`src/sv/windowed_min_max_mean_deviation_macros.svh`:
```
// ----------------------------------------------------------------------------
// Assertion macros
// Concurrent assertion helpers used by the windowed deviation RTL.
// ----------------------------------------------------------------------------
`ifndef WINDOWED_MIN_MAX_MEAN_DEVIATION_MACROS_SVH
`define WINDOWED_MIN_MAX_MEAN_DEVIATION_MACROS_SVH

`ifndef SYNTHESIS

`define WMMD_ASSERT(label, clk, rst, expr) \
   label: assert property (@(posedge clk) disable iff (rst) (expr)) \
      else $error("wmmd assertion failed");

`define WMMD_ASSERT_IMPL(label, clk, rst, ante, cons) \
   label: assert property (@(posedge clk) disable iff (rst) (ante) |-> (cons)) \
      else $error("wmmd assertion failed");

`define WMMD_ASSERT_NEXT(label, clk, rst, ante, cons) \
   label: assert property (@(posedge clk) disable iff (rst) (ante) |=> (cons)) \
      else $error("wmmd assertion failed");

`else

`define WMMD_ASSERT(label, clk, rst, expr)
`define WMMD_ASSERT_IMPL(label, clk, rst, ante, cons)
`define WMMD_ASSERT_NEXT(label, clk, rst, ante, cons)

`endif

`endif

```
`src/sv/wmmd_pkg.sv`:
```
// ----------------------------------------------------------------------------
// Windowed deviation package
// Field widths, register indexes, reset values and state types.
// ----------------------------------------------------------------------------
`timescale 1ns / 1ps

package wmmd_pkg;

   localparam int TEMP_W     = 11;
   localparam int HUM_W      = 10;
   localparam int TPS_W      = 8;
   localparam int WLEN_W     = 7;
   localparam int TDEV_W     = 12;
   localparam int HDEV_W     = 11;
   localparam int VAL_W      = 12;
   localparam int CSR_IDX_W  = 2;
   localparam int CSR_DATA_W = 8;

   localparam logic [CSR_IDX_W-1:0] REG_TICKS_PER_STORE = 2'd0;
   localparam logic [CSR_IDX_W-1:0] REG_WINDOW_LENGTH   = 2'd1;

   localparam logic [TPS_W-1:0]  TPS_RESET  = 8'd60;
   localparam logic [WLEN_W-1:0] WLEN_RESET = 7'd60;

   typedef enum logic [5:0] {
      ST_IDLE  = 6'b000001,
      ST_WALK  = 6'b000010,
      ST_MUL   = 6'b000100,
      ST_START = 6'b001000,
      ST_DIVW  = 6'b010000,
      ST_RESP  = 6'b100000
   } state_type;

   typedef enum logic [1:0] {
      SEL_TEMP_MAX = 2'd0,
      SEL_TEMP_MIN = 2'd1,
      SEL_HUM_MAX  = 2'd2,
      SEL_HUM_MIN  = 2'd3
   } sel_type;

endpackage

```
`src/sv/wmmd_ifs.sv`:
```
// ----------------------------------------------------------------------------
// Windowed deviation channels
// Valid/ready interfaces for the sample channel and the result channel.
// ----------------------------------------------------------------------------
`timescale 1ns / 1ps

interface wmmd_req_if;
   logic                                valid;
   logic                                ready;
   logic signed [wmmd_pkg::TEMP_W-1:0] temperature;
   logic        [wmmd_pkg::HUM_W-1:0]  humidity;
   logic                                tick;

   modport source (output valid, output temperature, output humidity, output tick,
                   input ready);
   modport sink   (input valid, input temperature, input humidity, input tick,
                   output ready);
endinterface

interface wmmd_rsp_if;
   logic                                valid;
   logic                                ready;
   logic signed [wmmd_pkg::TDEV_W-1:0] temp_dev_above;
   logic signed [wmmd_pkg::TDEV_W-1:0] temp_dev_below;
   logic signed [wmmd_pkg::HDEV_W-1:0] hum_dev_above;
   logic signed [wmmd_pkg::HDEV_W-1:0] hum_dev_below;
   logic                                updated;

   modport source (output valid, output temp_dev_above, output temp_dev_below,
                   output hum_dev_above, output hum_dev_below, output updated,
                   input ready);
   modport sink   (input valid, input temp_dev_above, input temp_dev_below,
                   input hum_dev_above, input hum_dev_below, input updated,
                   output ready);
endinterface

```
`src/sv/wmmd_div.sv`:
```
// ----------------------------------------------------------------------------
// Windowed deviation divider
// Restoring unsigned divider, one quotient bit per cycle.
// ----------------------------------------------------------------------------
`timescale 1ns / 1ps

module wmmd_div #(
   parameter int DW = 21,
   parameter int VW = 7
) (
   input  logic          clock,
   input  logic          reset,
   input  logic          start,
   input  logic [DW-1:0] dividend,
   input  logic [VW-1:0] divisor,
   output logic          done,
   output logic [DW-1:0] quotient
);

   localparam int CNT_W = $clog2(DW + 1);

   logic [DW-1:0]    quo_ff, quo_in;
   logic [VW-1:0]    rem_ff, rem_in;
   logic [VW-1:0]    dvs_ff, dvs_in;
   logic [CNT_W-1:0] cnt_ff, cnt_in;
   logic             busy_ff, busy_in;
   logic             done_ff, done_in;
   logic [VW:0]      shifted;
   logic [VW:0]      diff;
   logic             ge;

   assign shifted = {rem_ff, quo_ff[DW-1]};
   assign ge      = shifted >= {1'b0, dvs_ff};
   assign diff    = shifted - {1'b0, dvs_ff};

   always_comb begin
      quo_in  = quo_ff;
      rem_in  = rem_ff;
      dvs_in  = dvs_ff;
      cnt_in  = cnt_ff;
      busy_in = busy_ff;
      done_in = 1'b0;
      if (start) begin
         quo_in  = dividend;
         rem_in  = '0;
         dvs_in  = divisor;
         cnt_in  = CNT_W'(DW);
         busy_in = 1'b1;
      end else if (busy_ff) begin
         rem_in = ge ? diff[VW-1:0] : shifted[VW-1:0];
         quo_in = {quo_ff[DW-2:0], ge};
         cnt_in = cnt_ff - CNT_W'(1);
         if (cnt_ff == CNT_W'(1)) begin
            busy_in = 1'b0;
            done_in = 1'b1;
         end
      end
   end

   always_ff @(posedge clock) begin
      quo_ff <= quo_in;
      rem_ff <= rem_in;
      dvs_ff <= dvs_in;
      if (reset) begin
         cnt_ff  <= '0;
         busy_ff <= 1'b0;
         done_ff <= 1'b0;
      end else begin
         cnt_ff  <= cnt_in;
         busy_ff <= busy_in;
         done_ff <= done_in;
      end
   end

   assign done     = done_ff;
   assign quotient = quo_ff;

endmodule

```
`src/sv/windowed_min_max_mean_deviation.sv`:
```
// ----------------------------------------------------------------------------
// Windowed min / max / mean deviation
// Stores tick-paced temperature and humidity samples in a circular window
// memory and reports the maximum and minimum deviation from the window mean.
//
//   Channel   Direction  Handshake      Payload
//   req_ch    in         valid / ready  temperature, humidity, tick
//   rsp_ch    out        valid / ready  four deviations, updated
//   csr_*     in         write enable   register index, write data
//
// A beat that does not store returns the held deviations through the result register.
// A storing beat walks the filled part of the window through the memory read
// port, then runs four roundings through one shared serial divider.
// Reset is synchronous and clears control state; no memory clearing pass.
// A stalled result beat holds req_ch ready low until the output frees up.
// ----------------------------------------------------------------------------
`timescale 1ns / 1ps
`include "windowed_min_max_mean_deviation_macros.svh"

module windowed_min_max_mean_deviation #(
   parameter int WINDOW_DEPTH = 64
) (
   input  logic                               clock,
   input  logic                               reset,
   wmmd_req_if.sink                           req_ch,
   wmmd_rsp_if.source                         rsp_ch,
   input  logic                               csr_we,
   input  logic [wmmd_pkg::CSR_IDX_W-1:0]     csr_index,
   input  logic [wmmd_pkg::CSR_DATA_W-1:0]    csr_wdata
);

   localparam int VAL_W  = wmmd_pkg::VAL_W;
   localparam int TEMP_W = wmmd_pkg::TEMP_W;
   localparam int HUM_W  = wmmd_pkg::HUM_W;
   localparam int TPS_W  = wmmd_pkg::TPS_W;
   localparam int WLEN_W = wmmd_pkg::WLEN_W;
   localparam int TDEV_W = wmmd_pkg::TDEV_W;
   localparam int HDEV_W = wmmd_pkg::HDEV_W;
   localparam int AW     = $clog2(WINDOW_DEPTH);
   localparam int CW     = $clog2(WINDOW_DEPTH + 1);
   localparam int SUM_W  = VAL_W + CW;
   localparam int PROD_W = VAL_W + CW + 1;
   localparam int NUM_W  = PROD_W + 1;
   localparam int MEM_W  = TEMP_W + HUM_W;
   localparam logic [CW-1:0] DEPTH_C = CW'(WINDOW_DEPTH);

   // Configuration and window bookkeeping.
   logic [TPS_W-1:0]  tps_ff, tps_in;
   logic [WLEN_W-1:0] wlen_ff, wlen_in;
   logic [AW-1:0]     wr_idx_ff, wr_idx_in;
   logic [CW-1:0]     fill_count_ff, fill_count_in;
   logic [TPS_W-1:0]  tick_cnt_ff, tick_cnt_in;
   wmmd_pkg::state_type state_ff, state_in;

   // Held deviations.
   logic signed [TDEV_W-1:0] tda_ff, tda_in, tdb_ff, tdb_in;
   logic signed [HDEV_W-1:0] hda_ff, hda_in, hdb_ff, hdb_in;

   // Result register.
   logic                     rsp_valid_ff, rsp_valid_in;
   logic signed [TDEV_W-1:0] rsp_tda_ff, rsp_tda_in, rsp_tdb_ff, rsp_tdb_in;
   logic signed [HDEV_W-1:0] rsp_hda_ff, rsp_hda_in, rsp_hdb_ff, rsp_hdb_in;
   logic                     rsp_upd_ff, rsp_upd_in;

   // Window memory and walk.
   logic [MEM_W-1:0]        mem [WINDOW_DEPTH];
   logic [MEM_W-1:0]        rd_data_ff;
   logic [CW-1:0]           iss_ff, iss_in;
   logic                    rd_vld_ff, rd_vld_in;
   logic                    first_ff, first_in;
   logic signed [VAL_W-1:0] mx_ff [2];
   logic signed [VAL_W-1:0] mn_ff [2];
   logic signed [SUM_W-1:0] sum_ff [2];
   logic signed [VAL_W-1:0] mx_in [2];
   logic signed [VAL_W-1:0] mn_in [2];
   logic signed [SUM_W-1:0] sum_in [2];
   logic signed [VAL_W-1:0] lane [2];

   // Division sequencing.
   wmmd_pkg::sel_type        sel_ff, sel_in;
   logic signed [PROD_W-1:0] prod_ff, prod_in;
   logic                     neg_ff, neg_in;

   logic              accept;
   logic              out_free;
   logic              load_idle;
   logic              load_resp;
   logic [TPS_W-1:0]  interval;
   logic              tick_hit;
   logic              store;
   logic [CW-1:0]     len_c;
   logic [AW-1:0]     wi_c;
   logic [CW-1:0]     fill_c;
   logic              rd_en;
   logic signed [VAL_W-1:0] sel_val;
   logic signed [SUM_W-1:0] sel_sum;
   logic signed [NUM_W-1:0] num_c;
   logic [NUM_W-1:0]        mag_c;
   logic [NUM_W-1:0]        dividend_c;
   logic                    div_start;
   logic                    div_done;
   logic [NUM_W-1:0]        quotient;
   logic [NUM_W-1:0]        res_full;
   logic [VAL_W-1:0]        res_c;

   assign accept   = req_ch.valid && req_ch.ready;
   assign out_free = !rsp_valid_ff || rsp_ch.ready;
   assign req_ch.ready = (state_ff == wmmd_pkg::ST_IDLE) && out_free;

   always_comb begin
      if (wlen_ff == '0) begin
         len_c = CW'(1);
      end else if (32'(wlen_ff) > WINDOW_DEPTH) begin
         len_c = DEPTH_C;
      end else begin
         len_c = CW'(wlen_ff);
      end
   end

   assign interval = (tps_ff == '0) ? TPS_W'(1) : tps_ff;
   assign tick_hit = ({1'b0, tick_cnt_ff} + (TPS_W + 1)'(1)) >= {1'b0, interval};
   assign store    = accept && req_ch.tick && tick_hit;
   assign wi_c     = (CW'(wr_idx_ff) >= len_c) ? '0 : wr_idx_ff;
   assign fill_c   = (fill_count_ff > len_c) ? len_c : fill_count_ff;
   assign rd_en    = (state_ff == wmmd_pkg::ST_WALK) && (iss_ff < fill_count_ff);

   assign lane[0] = VAL_W'($signed(rd_data_ff[MEM_W-1:HUM_W]));
   assign lane[1] = $signed(VAL_W'(rd_data_ff[HUM_W-1:0]));

   always_ff @(posedge clock) begin
      if (store) begin
         mem[wi_c] <= {req_ch.temperature, req_ch.humidity};
      end
      if (rd_en) begin
         rd_data_ff <= mem[iss_ff[AW-1:0]];
      end
   end

   always_comb begin
      case (sel_ff)
         wmmd_pkg::SEL_TEMP_MAX: sel_val = mx_ff[0];
         wmmd_pkg::SEL_TEMP_MIN: sel_val = mn_ff[0];
         wmmd_pkg::SEL_HUM_MAX:  sel_val = mx_ff[1];
         default:                sel_val = mn_ff[1];
      endcase
   end

   assign sel_sum    = sel_ff[1] ? sum_ff[1] : sum_ff[0];
   assign num_c      = NUM_W'(prod_ff) - NUM_W'(sel_sum);
   assign mag_c      = num_c[NUM_W-1] ? NUM_W'(-num_c) : NUM_W'(num_c);
   assign dividend_c = mag_c + NUM_W'(fill_count_ff >> 1);
   assign div_start  = (state_ff == wmmd_pkg::ST_START);
   assign res_full   = neg_ff ? (~quotient + NUM_W'(1)) : quotient;
   assign res_c      = res_full[VAL_W-1:0];

   wmmd_div #(
      .DW (NUM_W),
      .VW (CW)
   ) u_div (
      .clock    (clock),
      .reset    (reset),
      .start    (div_start),
      .dividend (dividend_c),
      .divisor  (fill_count_ff),
      .done     (div_done),
      .quotient (quotient)
   );

   assign load_idle = accept && !store;
   assign load_resp = (state_ff == wmmd_pkg::ST_RESP) && out_free;

   always_comb begin
      tps_in        = tps_ff;
      wlen_in       = wlen_ff;
      wr_idx_in     = wr_idx_ff;
      fill_count_in = fill_count_ff;
      tick_cnt_in   = tick_cnt_ff;
      state_in      = state_ff;
      tda_in        = tda_ff;
      tdb_in        = tdb_ff;
      hda_in        = hda_ff;
      hdb_in        = hdb_ff;
      iss_in        = iss_ff;
      rd_vld_in     = rd_en;
      first_in      = first_ff;
      sel_in        = sel_ff;
      prod_in       = prod_ff;
      neg_in        = neg_ff;
      for (int c = 0; c < 2; c++) begin
         mx_in[c]  = mx_ff[c];
         mn_in[c]  = mn_ff[c];
         sum_in[c] = sum_ff[c];
      end

      if (accept && req_ch.tick) begin
         tick_cnt_in = tick_hit ? '0 : tick_cnt_ff + TPS_W'(1);
      end

      if (store) begin
         wr_idx_in     = ((CW'(wi_c) + CW'(1)) >= len_c) ? '0 : wi_c + AW'(1);
         fill_count_in = (fill_c < len_c) ? fill_c + CW'(1) : fill_c;
         iss_in        = '0;
         first_in      = 1'b1;
      end

      if (rd_en) begin
         iss_in = iss_ff + CW'(1);
      end

      if (rd_vld_ff) begin
         first_in = 1'b0;
         for (int c = 0; c < 2; c++) begin
            if (first_ff) begin
               mx_in[c]  = lane[c];
               mn_in[c]  = lane[c];
               sum_in[c] = SUM_W'(lane[c]);
            end else begin
               if (lane[c] > mx_ff[c]) mx_in[c] = lane[c];
               if (lane[c] < mn_ff[c]) mn_in[c] = lane[c];
               sum_in[c] = sum_ff[c] + SUM_W'(lane[c]);
            end
         end
      end

      case (state_ff)
         wmmd_pkg::ST_IDLE: begin
            if (store) state_in = wmmd_pkg::ST_WALK;
         end
         wmmd_pkg::ST_WALK: begin
            if (!rd_en && !rd_vld_ff) begin
               state_in = wmmd_pkg::ST_MUL;
               sel_in   = wmmd_pkg::SEL_TEMP_MAX;
            end
         end
         wmmd_pkg::ST_MUL: begin
            prod_in  = PROD_W'(sel_val) * PROD_W'($signed({1'b0, fill_count_ff}));
            state_in = wmmd_pkg::ST_START;
         end
         wmmd_pkg::ST_START: begin
            neg_in   = num_c[NUM_W-1];
            state_in = wmmd_pkg::ST_DIVW;
         end
         wmmd_pkg::ST_DIVW: begin
            if (div_done) begin
               case (sel_ff)
                  wmmd_pkg::SEL_TEMP_MAX: tda_in = $signed(res_c[TDEV_W-1:0]);
                  wmmd_pkg::SEL_TEMP_MIN: tdb_in = $signed(res_c[TDEV_W-1:0]);
                  wmmd_pkg::SEL_HUM_MAX:  hda_in = $signed(res_c[HDEV_W-1:0]);
                  default:                hdb_in = $signed(res_c[HDEV_W-1:0]);
               endcase
               if (sel_ff == wmmd_pkg::SEL_HUM_MIN) begin
                  state_in = wmmd_pkg::ST_RESP;
               end else begin
                  sel_in   = wmmd_pkg::sel_type'(sel_ff + 2'd1);
                  state_in = wmmd_pkg::ST_MUL;
               end
            end
         end
         wmmd_pkg::ST_RESP: begin
            if (out_free) state_in = wmmd_pkg::ST_IDLE;
         end
         default: state_in = wmmd_pkg::ST_IDLE;
      endcase

      if (csr_we) begin
         case (csr_index)
            wmmd_pkg::REG_TICKS_PER_STORE: begin
               tps_in = csr_wdata[TPS_W-1:0];
            end
            wmmd_pkg::REG_WINDOW_LENGTH: begin
               wlen_in       = csr_wdata[WLEN_W-1:0];
               wr_idx_in     = '0;
               fill_count_in = '0;
            end
            default: begin
            end
         endcase
      end
   end

   always_comb begin
      rsp_valid_in = rsp_valid_ff;
      rsp_tda_in   = rsp_tda_ff;
      rsp_tdb_in   = rsp_tdb_ff;
      rsp_hda_in   = rsp_hda_ff;
      rsp_hdb_in   = rsp_hdb_ff;
      rsp_upd_in   = rsp_upd_ff;
      if (rsp_ch.ready) rsp_valid_in = 1'b0;
      if (load_idle || load_resp) begin
         rsp_valid_in = 1'b1;
         rsp_tda_in   = tda_ff;
         rsp_tdb_in   = tdb_ff;
         rsp_hda_in   = hda_ff;
         rsp_hdb_in   = hdb_ff;
         rsp_upd_in   = load_resp;
      end
   end

   always_ff @(posedge clock) begin
      rsp_tda_ff <= rsp_tda_in;
      rsp_tdb_ff <= rsp_tdb_in;
      rsp_hda_ff <= rsp_hda_in;
      rsp_hdb_ff <= rsp_hdb_in;
      rsp_upd_ff <= rsp_upd_in;
      iss_ff     <= iss_in;
      first_ff   <= first_in;
      sel_ff     <= sel_in;
      prod_ff    <= prod_in;
      neg_ff     <= neg_in;
      for (int c = 0; c < 2; c++) begin
         mx_ff[c]  <= mx_in[c];
         mn_ff[c]  <= mn_in[c];
         sum_ff[c] <= sum_in[c];
      end
      if (reset) begin
         tps_ff        <= wmmd_pkg::TPS_RESET;
         wlen_ff       <= wmmd_pkg::WLEN_RESET;
         wr_idx_ff     <= '0;
         fill_count_ff <= '0;
         tick_cnt_ff   <= '0;
         state_ff      <= wmmd_pkg::ST_IDLE;
         tda_ff        <= '0;
         tdb_ff        <= '0;
         hda_ff        <= '0;
         hdb_ff        <= '0;
         rsp_valid_ff  <= 1'b0;
         rd_vld_ff     <= 1'b0;
      end else begin
         tps_ff        <= tps_in;
         wlen_ff       <= wlen_in;
         wr_idx_ff     <= wr_idx_in;
         fill_count_ff <= fill_count_in;
         tick_cnt_ff   <= tick_cnt_in;
         state_ff      <= state_in;
         tda_ff        <= tda_in;
         tdb_ff        <= tdb_in;
         hda_ff        <= hda_in;
         hdb_ff        <= hdb_in;
         rsp_valid_ff  <= rsp_valid_in;
         rd_vld_ff     <= rd_vld_in;
      end
   end

   assign rsp_ch.valid          = rsp_valid_ff;
   assign rsp_ch.temp_dev_above = rsp_tda_ff;
   assign rsp_ch.temp_dev_below = rsp_tdb_ff;
   assign rsp_ch.hum_dev_above  = rsp_hda_ff;
   assign rsp_ch.hum_dev_below  = rsp_hdb_ff;
   assign rsp_ch.updated        = rsp_upd_ff;

   `WMMD_ASSERT(a_fill_bound, clock, reset, fill_count_ff <= DEPTH_C)
   `WMMD_ASSERT_IMPL(a_read_in_walk, clock, reset, rd_vld_ff, state_ff == wmmd_pkg::ST_WALK)
   `WMMD_ASSERT_IMPL(a_done_in_wait, clock, reset, div_done, state_ff == wmmd_pkg::ST_DIVW)
   `WMMD_ASSERT_NEXT(a_store_walks, clock, reset, store, state_ff == wmmd_pkg::ST_WALK && iss_ff == '0)

endmodule

```
`src/flat_wrapper.sv`:
```
// flat-port wrapper written by rule: the top's interface ports become plain ports
module windowed_min_max_mean_deviation_flat 
#(
   parameter int WINDOW_DEPTH = 64
)
  (clock, reset, csr_we, csr_index, csr_wdata, req_ch_valid, req_ch_temperature, req_ch_humidity, req_ch_tick, req_ch_ready, rsp_ch_valid, rsp_ch_temp_dev_above, rsp_ch_temp_dev_below, rsp_ch_hum_dev_above, rsp_ch_hum_dev_below, rsp_ch_updated, rsp_ch_ready);
  wmmd_req_if req_ch_i ();
  wmmd_rsp_if rsp_ch_i ();
  input  logic clock;
  input  logic reset;
  input  logic csr_we;
  input  logic [wmmd_pkg::CSR_IDX_W-1:0] csr_index;
  input  logic [wmmd_pkg::CSR_DATA_W-1:0] csr_wdata;
  input wire logic [$bits(req_ch_i.valid)-1:0] req_ch_valid;
  input wire logic [$bits(req_ch_i.temperature)-1:0] req_ch_temperature;
  input wire logic [$bits(req_ch_i.humidity)-1:0] req_ch_humidity;
  input wire logic [$bits(req_ch_i.tick)-1:0] req_ch_tick;
  output wire logic [$bits(req_ch_i.ready)-1:0] req_ch_ready;
  output wire logic [$bits(rsp_ch_i.valid)-1:0] rsp_ch_valid;
  output wire logic [$bits(rsp_ch_i.temp_dev_above)-1:0] rsp_ch_temp_dev_above;
  output wire logic [$bits(rsp_ch_i.temp_dev_below)-1:0] rsp_ch_temp_dev_below;
  output wire logic [$bits(rsp_ch_i.hum_dev_above)-1:0] rsp_ch_hum_dev_above;
  output wire logic [$bits(rsp_ch_i.hum_dev_below)-1:0] rsp_ch_hum_dev_below;
  output wire logic [$bits(rsp_ch_i.updated)-1:0] rsp_ch_updated;
  input wire logic [$bits(rsp_ch_i.ready)-1:0] rsp_ch_ready;
  assign req_ch_i.valid = req_ch_valid;
  assign req_ch_i.temperature = req_ch_temperature;
  assign req_ch_i.humidity = req_ch_humidity;
  assign req_ch_i.tick = req_ch_tick;
  assign req_ch_ready = req_ch_i.ready;
  assign rsp_ch_valid = rsp_ch_i.valid;
  assign rsp_ch_temp_dev_above = rsp_ch_i.temp_dev_above;
  assign rsp_ch_temp_dev_below = rsp_ch_i.temp_dev_below;
  assign rsp_ch_hum_dev_above = rsp_ch_i.hum_dev_above;
  assign rsp_ch_hum_dev_below = rsp_ch_i.hum_dev_below;
  assign rsp_ch_updated = rsp_ch_i.updated;
  assign rsp_ch_i.ready = rsp_ch_ready;
  windowed_min_max_mean_deviation #(.WINDOW_DEPTH(WINDOW_DEPTH)) u_core (.clock(clock), .reset(reset), .req_ch(req_ch_i), .rsp_ch(rsp_ch_i), .csr_we(csr_we), .csr_index(csr_index), .csr_wdata(csr_wdata));
endmodule
```
`config.mk`:
```
export PLATFORM = sky130hd
export DESIGN_NAME = windowed_min_max_mean_deviation_flat
export DESIGN_NICKNAME = d
export VERILOG_FILES = /design/src/sv/wmmd_pkg.sv /design/src/sv/wmmd_ifs.sv /design/src/sv/wmmd_div.sv /design/src/sv/windowed_min_max_mean_deviation.sv /design/src/flat_wrapper.sv
export VERILOG_INCLUDE_DIRS = /design/src /design/src/sv
export SDC_FILE = /design/constraint.sdc
export NUM_CORES = 2
export LEC_CHECK = 0
export BUFFER_PORTS_ARGS = -buffer_cell sky130_fd_sc_hd__buf_4
export CORE_MARGIN = 4
export CORE_UTILIZATION = 57
export CTS_CLUSTER_DIAMETER = 50
export CTS_CLUSTER_SIZE = 40
export DETAILED_ROUTE_END_ITERATION = 6
export PLACE_DENSITY = 0.76
export SYNTH_ARGS = -nofsm -noshare
export SYNTH_HDL_FRONTEND = slang
export SYNTH_SLANG_ARGS = --single-unit
```
`constraint.sdc`:
```
create_clock -name clock -period 6.6 [get_ports clock]
set_input_delay 0.33 -clock clock [delete_from_list [all_inputs] [get_ports clock]]
set_output_delay 0.33 -clock clock [all_outputs]
set_load 0.01 [all_outputs]
```
Yosys cells after proc, flatten, opt, wreduce, memory -nomap -nowiden. Memory sizes are Yosys's and may differ from the RTL's. A register that Yosys moved wholly into a read port is not among the register bits. Cells that the tools add are included.

Flip-flop bits (word level): 210. RAM bits: 1430. Output and inout port bits: 49. Logic and storage cells: 169. Memories: 4.

Add/subtract/negate cells: 15. Multipliers: 1. $lt $le $gt $ge: 12. Eq/ne operators: 16. Mux-type cells: 56. Bitwise logic cells: 3. Reduce and logical (&&, ||, !) cells: 33.

Memory list: u_core.mem (words 64, bits a word 21, read ports 1, clocked after Yosys merged registers in 1, wr ports 1, line windowed_min_max_mean_deviation.sv:66) `logic [MEM_W-1:0] mem [WINDOW_DEPTH];`; u_core.sum_ff (words 2, bits a word 19, read ports 2, clocked after Yosys merged registers in 0, wr ports 2, line windowed_min_max_mean_deviation.sv:73) `logic signed [SUM_W-1:0] sum_ff [2];`; u_core.mn_ff (words 2, bits a word 12, read ports 2, clocked after Yosys merged registers in 0, wr ports 2, line windowed_min_max_mean_deviation.sv:72) `logic signed [VAL_W-1:0] mn_ff [2];`; u_core.mx_ff (words 2, bits a word 12, read ports 2, clocked after Yosys merged registers in 0, wr ports 2, line windowed_min_max_mean_deviation.sv:71) `logic signed [VAL_W-1:0] mx_ff [2];`.

Operator list (count): $mux W12 (9); $mux W7 (10); $mux W21 (3); $mux W6 (10); $mux W19 (3); $mux W24 (2); $add A19 B11 Y19 (2); $mux W38 (1); $pmux W12 S3 (1); $pmux W6 S6 (1); $gt A11 B12 Y1 (2); $lt A11 B12 Y1 (2); $add A21 B6 Y21 (1); $neg A21 Y21 (1); $sub A20 B19 Y21 (1); $mul A12 B8 Y20 (1); $mux W8 (2); $add A7 B1 Y7 const B (2); $lt A7 B7 Y1 (2); $add A12 B1 Y12 const B (1); $not A12 Y12 (1); $reduce_and A3 Y1 (4); $mux W5 (2); $add A8 B1 Y9 const B (1); other kinds (38) (71).

Longest topological paths before layout.
Word-level depth: 11. Depth in mapped cells: 28. Mapped depth without buffers: 26.

Hierarchy. From an unflattened synthesis, not the netlist that was laid out.

Cells, all modules: 4055. Area total of the unflattened synthesis: 72049.1 um^2.

Modules (own cells, without submodules): windowed_min_max_mean_deviation (times used 1, cells an instance 3872, area each 69845.7 um^2, sequential area each 47525.6 um^2); wmmd_div (times used 1, cells an instance 183, area each 2203.4 um^2, sequential area each 1121.1 um^2).

Worst setup path before layout. OpenSTA, ideal clock, no wires.

Path kind: register to register. From: register u_core.sel_ff[1]. To: register u_core.prod_ff[18], data pin. Setup time: 258 ps. Data arrival time: 5938 ps. Data required time: 6342 ps. Setup slack: 405 ps. Stages on the path, launching flop included: 24. Buffers on the path: 2. Cells stage by stage: edfxtp_1 -> clkbuf_1 -> inv_1 -> ha_1 -> clkbuf_1 -> a222oi_1 -> mux2i_1 -> and2_1 -> fa_1 -> inv_1 -> fa_1 -> inv_1 -> fa_1 -> fa_1 -> ha_1 -> a21oi_1 -> o21ai_0 -> a21oi_1 -> o21ai_0 -> o41ai_1 -> o21ai_0 -> o21a_1 -> nor2_1 -> xnor2_1.

Longest elaborated chain between the ends: 3.

RTL lines: from (decl) (line windowed_min_max_mean_deviation.sv:80) `wmmd_pkg::sel_type sel_ff, sel_in;`; from (signal assigned) (line windowed_min_max_mean_deviation.sv:307) `sel_ff <= sel_in;`; $eq A2 B2 Y1, or another cell as far along (line windowed_min_max_mean_deviation.sv:140) `case (sel_ff)`; $pmux W12 S3 (*) (line windowed_min_max_mean_deviation.sv:140); $mul A12 B8 Y20 (*) (line windowed_min_max_mean_deviation.sv:236) `prod_in = PROD_W'(sel_val) * PROD_W'($signed({1'b0, fill_count_ff}));`; to (signal assigned) (line windowed_min_max_mean_deviation.sv:308) `prod_ff <= prod_in;`; to (decl) (line windowed_min_max_mean_deviation.sv:81) `logic signed [PROD_W-1:0] prod_ff, prod_in;`.

Mark *: on every way between the ends. The rest lies on a longest branch, timed or not. A chain may end at the register's enable or synchronous reset.

Worst setup path after layout.
From: register u_core.sel_ff[0]. To: register u_core.prod_ff[19], data pin.

The elaborated chain is that of the path after synthesis.

==> results.cfg <==
[status]
status = finished with violations
violations = DRC

[logic_synthesis]
ys_seq_area_frac = 0.678
synth_area_leaders = edfxtp_1 65%, mux4_2 14%, ha_1 3.4%
synth_ff_type = edfxtp_1
yosysWarnings = 0
synth_top_cell_area_share = 0.649
synth-seq-cells = 1655
synth-async-reset-ratio = 0
avgSynthCellArea_um2 = 17.7
synthesis.area_mm2 = 0.0718
yosysTopAreaCell = edfxtp_1
synthDistinctLibCells = 81
synth_edf_count = 1550
ys_top_cells_by_count = 1550 x edfxtp_1, 441 x mux4_2, 240 x nor2_1, 219 x inv_1, 194 x ha_1
syn_nets = 4344
synthCells = 4045
synth_most_common_cell = edfxtp_1

[sta]
setup_viol = 0
rsz0062_at_grt = no
max_freq_ghz = 0.161
maxSlewHeadroom = 0.173
maxSlewViolCount = 0
hold_ws_ns = 0.0663
hold_viol_final = 0
setup_tns_ns = 0
finalClockSkew_ns = 0.0665
post-route-period-util = 0.941
min_period_ns = 6.21
tightest_slew_ns = 1.24

[cts]
max-clock-path-buffers = 3
clk_latency_ns = 0.79
clock-sinks = 1655
htree_levels = 4
clk_pin_slew_worst_paths_ns = 0.08
cts_tree = done
numCtsBuffers = 133
root_buffer = clkbuf_16

[floorplan]
die_w_um = 363
die-area_mm2 = 0.132
core_area_mm2 = 0.124
die_h_um = 363
ios = 86
rows = 129
initial_core_util = 0.577

[final_layout]
fin_nets = 4524
fin_util = 0.644
area_delta_synth_final_pct = 11.6
stdcell_count = 5977
drive_gt1_frac = 0.228

[grt]
grt_overflow = 0
grt_pass1_vias = 38400
grt_usage = 0.265
grt_first_pass_wirelength_um = 255000
grt_max_degree = 154
antenna_found_initial = 6

[worst_setup_path]
r2r_slack_ns = 0.39
rr_worst_depth = 25
cp-startpoint = u_core.sel_ff[0]
critical_path_arrival_ns = 6.70
cp.required_ns = 7.09
r2r_end = u_core.prod_ff[19]
cp-start-kind = flop
criticalPathCategory = flop to flop
cp-endpoint = u_core.prod_ff[19]
rr_startpoint = u_core.sel_ff[0]
cp-end-kind = flop
crit_fanout = 11

[drt]
drt_iter0_drc = 4740
dr_total_vias = 38200
vias_per_cell = 6.40
drcViolationCount = 2
ant_nets = 0
wl_per_cell_um = 28.7
dr.pass1.iters = 7
drt-total-wl_um = 172000

[job]
drv_cap = 0

[place]
place.gp.congestion = 0.873
hpwl_um = 99800
io_buffers = 85
dpl.cell_count = 5704

[power]
power_w = 0.0205
power_density_mw_per_mm2 = 257
power_leakage_nw = 28.0
irDropWorstVdd_uv = 285

[worst_hold_path]
hold_class = primary input to flop
-- registers in the layout, summed over array words and instances (netlist names), 20 cells and up --
register and flops:
u_core.mem 1344, u_core.rd_data_ff 21, u_core.mn_ff 21, u_core.mx_ff 21
u_core.prod_ff 20, u_core.sum_ff 38, u_core.u_div.quotient 21
-- worst min path at each step --
| stage | startpoint | endpoint | slack [ns] | cells after the start |
|---|---|---|---|---|
| after detailed placement | u_core.hdb_ff[9] | u_core.rsp_ch.hum_dev_below[9] | 0.41 | 0 |
| final | csr_index[0] | u_core.tps_ff[7] | 0.07 | 5 |
| after floorplan | u_core.hda_ff[0] | u_core.rsp_ch.hum_dev_above[0] | 0.41 | 0 |
| after global placement | u_core.tda_ff[1] | u_core.rsp_ch.temp_dev_above[1] | 0.41 | 0 |
| after global routing | csr_index[0] | u_core.tps_ff[7] | 0.08 | 5 |
| after CTS | csr_index[0] | u_core.tps_ff[7] | 0.02 | 5 |
-- cell usage in the layout (no fill, tap or decap), drive strengths merged, types with 36 or more instances in the layout --
master	instances
a211oi	45
a21o	53
a21oi	106
and2	58
buf	195
clkbuf	140
clkinv	39
dfxtp	105
edfxtp	1550
fa	68
ha	194
inv	268
mux2i	52
mux4	441
nand2	144
nand3	36
nor2	240
o21ai	111
xnor2	81
xor2	48
-- metrics by stage --
stage | instance area, um2 | worst slack, ns
5_1_grt | 80000 | 0.0164
3_3_place_gp | 74900 | 0.381
6_report | 80100 | 0.387
4_1_cts | 80000 | 0.173
3_5_place_dp | 74900 | 0.171
2_1_floorplan | 71800 | 0.405
-- power breakdown --
part / internal, W / switching [W]
combinational: 0.0000775 / 0.000219
clock: 0.00458 / 0.00420
sequential: 0.0115 / 0.0000136
-- per-layer routing --
layer  GRT usage  part of all wire  up-vias  wire length, um
met2       0.451              0.51     1912            87600
met3      0.0510             0.085      295            14600
li1            -                 -    16300                -
met4      0.0832             0.032        4             5430
met1       0.351              0.37    19700            63800
met5           0           0.00018        -               31
-- cell type report --
class | instances | area (um2)
sequential | 1655 | 48600
antenna | 4 | 10.0
clock buffer | 140 | 3400
tap | 1637 | 2050
clock inverter | 106 | 1530
multi-input combinational | 1999 | 21800
inverter | 220 | 826
fill | 8247 | 44200
timing repair buffer | 216 | 1770
-- cell families (layout without fill, tap and decap cells) --
family / after synthesis / count (layout) / share of synthesized area
XOR/XNOR: 129 / 129 / 0.0157
AO/OA/AOI/OAI: 450 / 450 / 0.0416
AND/OR/NAND/NOR: 657 / 657 / 0.0444
buffers and inverters: 391 / 682 / 0.0206
adder cells (fa/ha/maj): 262 / 262 / 0.0528
multiplexers: 501 / 501 / 0.147
flip-flops: 1655 / 1655 / 0.678
other: 0 / 4 / 0
-- worst max-delay path, stage by stage, from the launching register on --
cell	delay, ns
edfxtp_1	0.46
inv_1	0.14
ha_1	0.39
a222oi_1	0.19
mux2i_2	0.37
nand2_1	0.13
fa_1	0.43
fa_1	0.49
inv_1	0.04
ha_1	0.27
inv_1	0.04
fa_1	0.47
inv_1	0.04
ha_1	0.30
nor2b_1	0.14
o21ai_0	0.21
a21boi_0	0.16
o21ai_0	0.22
a21boi_0	0.14
o21a_1	0.19
nor2_1	0.17
a2bb2oi_1	0.24
a21oi_1	0.15
a211o_1	0.28
a21oi_1	0.19
xnor2_1	0.09
-- timing repair --
item / CTS / global route
hold endpoints to repair: 23 / 0
setup endpoints to repair: 0 / 4
hold buffers: 21 / 0
setup buffers: 0 / 2
resized for setup: 0 / 6
Power figures use the tool's default switching activity.
